`config.mk`:
```
export PLATFORM = sky130hd
export DESIGN_NAME = lz4d_ram
export DESIGN_NICKNAME = d
export VERILOG_FILES = /design/src/rtl/lz4d_ram.sv
export SDC_FILE = /design/constraint.sdc
export NUM_CORES = 2
export LEC_CHECK = 0
export BUFFER_PORTS_ARGS = -buffer_cell sky130_fd_sc_hd__buf_2
export CAP_MARGIN = 20
export CORE_UTILIZATION = 30
export CTS_BUF_LIST = sky130_fd_sc_hd__clkbuf_2 sky130_fd_sc_hd__clkbuf_4 sky130_fd_sc_hd__clkbuf_8
export CTS_CLUSTER_DIAMETER = 60
export DETAILED_ROUTE_END_ITERATION = 10
export PLACE_DENSITY_LB_ADDON = 0.05
export SLEW_MARGIN = 30
export SYNTH_ARGS = -nofsm -noshare
export SYNTH_HDL_FRONTEND = slang
export SYNTH_SLANG_ARGS = --single-unit
export TNS_END_PERCENT = 100
```
`constraint.sdc`:
```
create_clock -name clk -period 2.8 [get_ports clk]
set_clock_uncertainty 0.1 [all_clocks]
set_input_delay 0.28 -clock clk [delete_from_list [all_inputs] [get_ports clk]]
set_output_delay 0.28 -clock clk [all_outputs]
set_load 0.01 [all_outputs]
```
`src/rtl/lz4d_ram.sv`:
```
// Generic single-write, single-read RAM with registered read data.
`default_nettype none

module lz4d_ram #(
	parameter int WIDTH = 8,
	parameter int DEPTH = 256
) (
	input  wire logic                     clk,
	input  wire logic                     we,
	input  wire logic [$clog2(DEPTH)-1:0] waddr,
	input  wire logic [WIDTH-1:0]         wdata,
	input  wire logic [$clog2(DEPTH)-1:0] raddr,
	output logic      [WIDTH-1:0]         rdata
);

	logic [WIDTH-1:0] mem [DEPTH];

	always_ff @(posedge clk) begin
		if (we) begin
			mem[waddr] <= wdata;
		end
		rdata <= mem[raddr];
	end

endmodule

`default_nettype wire

```
==> qor.csv <==
metric,value,unit
dpl hpwl,166,mm
RSZ-0062 raised after global routing,false,
Netlist cell types,55,
initial antenna violation count,17,
Post-synth EDFFs,2048,
vias per inst,4.85,
"Avg Cell Area, Syn",21.3,sq um
met3 routed WL,10.7,mm
drt initial violations,3194,
"Endpoint, Worst Hold",mem[121][6],
met1 WL,114,mm
HP Class,in2reg,
Most used DFF post-synth,edfxtp_1,
pin count of the biggest net entering global routing,96,
starting density of the core,0.303,
Core ar.,263000,sq um
Setup Buffers After CTS,0,
crit-path cells,mux4_2 -> mux4_2 -> nor2_1 -> a2111oi_1 -> buf_4 -> nor3_1 -> buf_4 -> nor4_1,
Clock Root Buffer,clkbuf_8,
post-synthesis cell area,79600,sq um
required time of the worst setup path,3.60,ns
worst stage delay on the critical path,0.56,ns
Slew @ Worst Pin,0.931,ns
crit end category,flop,
layout cells sized above 1,0.371,
die span in y,517,um
period utilisation layout,0.967,
number of top-level pins,34,
Post-DRT Antenna Nets,0,
first-pass GRT wire length,351,mm
status,"complete, no violations",
Final GP Congestion,0.764,
dpl cells,7778,
CP arrival,3.51,ns
Critical Path Start,mem[135][4],
CTS tree,done,
Pleak,31.6,nW
relative slew slack,0.377,
endpoints failing setup,0,
fin cells,8482,
H-Tree Depth,5,
Vias,41100,
post-route setup slack,0.0931,ns
syn nets,3759,
critical path class,reg2reg,
GR Overflow Total,0,
Finished Cell Area,97200,sq um
DRT Pass-1 Iters,7,
Setup Slack @ Placement,-0.771,ns
async set-or-reset flop fraction in the synthesized netlist,0,
CTS Sinks,2056,
Area growth syn-to-layout,22.2,%
Critical Path Start Type,flop,
vias in the first global route,43400,
worst r2r dst,rdata[4],
Worst Path Max Fanout,1,
Hold Path Depth,2,
wire length on met2,121,mm
"Clk Latency, worst-skew pair",1.03,ns
Worst-path clk slew,0.06,ns
layout net count,4688,
minimum clock period,2.71,ns
"Hold Violations, Final",0,
Mapped Cells,3733,
PwrDens,678,nW/um^2
DR DRC count,0,
Routed WL per cell,29.7,um
maximum clock rate,369,MHz
Total GRT Usage,0.188,
uppermost layer routed,met4,
die area,267000,sq um
Clock Tree Buf Depth,4,
Design Power,66.0,mW
FF-to-FF setup slack,0.09,ns
Buffers on Ports,33,
maximum vdd drop,355,uV
fin. max-slew vios,0,
CTS Buf Count,374,
"FF+latch count, synth",2056,
reg2reg path depth,8,
sequential share of the synthesized area,0.775,
Total Wirelength,252,mm
Die Wd,517,um
yosys warns,0,
Rows,188,
Placed Area,89700,sq um
Worst R2R Start,mem[135][4],
max cap viols,0,
CP max stage cell,nor3_1,
hold_sp,wdata[6],
metrics by stage:
stage	utilization	setup TNS [ns]	hold slack [ns]
4_1_cts	0.370	0	0.000294
3_3_place_gp	0.341	-5.34	0.565
2_1_floorplan	-	0	0.279
5_1_grt	0.370	0	0.0606
3_5_place_dp	0.341	-4.73	0.566
6_report	0.370	0	0.125
where the power goes:
group	total (mW)	internal [mW]	switching, mW
clock	28.0	15.1	13.0
combinational	3.91	1.54	2.37
sequential	34.0	33.9	0.0858
worst max-delay path by stage:
stage / slack, ns / cells past startpoint / endpoint
floorplan: 0.48 / 9 / rdata[2]
global placement: -1.09 / 8 / rdata[7]
detailed placement: -0.77 / 11 / rdata[0]
CTS: 0.02 / 9 / rdata[3]
global route: 0.04 / 8 / rdata[1]
finish: 0.09 / 8 / rdata[4]
critical path: cells and delay by family, from the launching register on:
family | cells | cell delay, ns
compound gates | 1 | 0.06
buf+inv | 2 | 0.37
flops | 1 | 0.37
mux | 2 | 0.98
simple gates | 3 | 0.71
final cells by class:
class / instances / area (sq um)
sequential: 2056 / 61700
clock inverter: 175 / 1090
antenna: 3 / 7.51
fill: 24600 / 166000
tap: 3515 / 4400
inverter: 2 / 7.51
multi-input combinational: 1442 / 16600
timing repair buffer: 786 / 7280
clock buffer: 503 / 6200
flip-flops by register name (all words and copies together) (netlist names):
signal and flops:
mem 2048, rdata 8
synthesized netlist by cell type, types with 10 or more instances:
cell,number,area share
clkbuf_1,111,0.0052
buf_2,31,0.0020
nor2_1,282,0.013
edfxtp_1,2048,0.77
buf_8,13,0.0025
nand3_1,34,0.0021
mux4_2,454,0.13
a22oi_1,133,0.013
nor3_1,22,0.0014
nor2b_1,31,0.0024
buf_1,22,0.0010
o22ai_1,28,0.0022
o221ai_1,46,0.0051
a211oi_1,16,0.0015
nand2_1,33,0.0016
a221oi_1,13,0.0014
mux2i_1,134,0.017
buf_6,21,0.0030
o211ai_1,10,0.00094
a21oi_1,96,0.0060
nor4_1,24,0.0019
o21ai_0,10,0.00063
nand4_1,10,0.00079
buf_4,27,0.0025
cells by family after synthesis:
logic type | after synthesis | synth area share
simple gates | 466 | 0.0263
compound gates | 385 | 0.0342
buf+inv | 235 | 0.0183
mux | 591 | 0.146
flops | 2056 | 0.775
layout by cell type (no fill, tap or decap), drive strengths merged, types with 47 or more instances in the layout:
| cell | Yosys | final |
|---|---|---|
| a21oi | 96 | 96 |
| a22oi | 133 | 133 |
| buf | 122 | 763 |
| clkbuf | 111 | 503 |
| clkinv | 1 | 145 |
| edfxtp | 2048 | 2048 |
| mux2i | 134 | 134 |
| mux4 | 456 | 456 |
| nor2 | 282 | 282 |
| o221ai | 47 | 47 |
repair_timing:
action,4_1_cts,5_1_grt
endpoints found under the setup margin,1,2
hold buffers,23,0
resized for setup,1,3
hold endpoints to repair,2517,0
per-layer routing:
layer	GRT usage	up-vias
met2	0.309	978
met5	0	-
li1	-	17700
met3	0.0277	359
met1	0.261	22100
met4	0.0465	0
(Power assumes the default switching activity.)
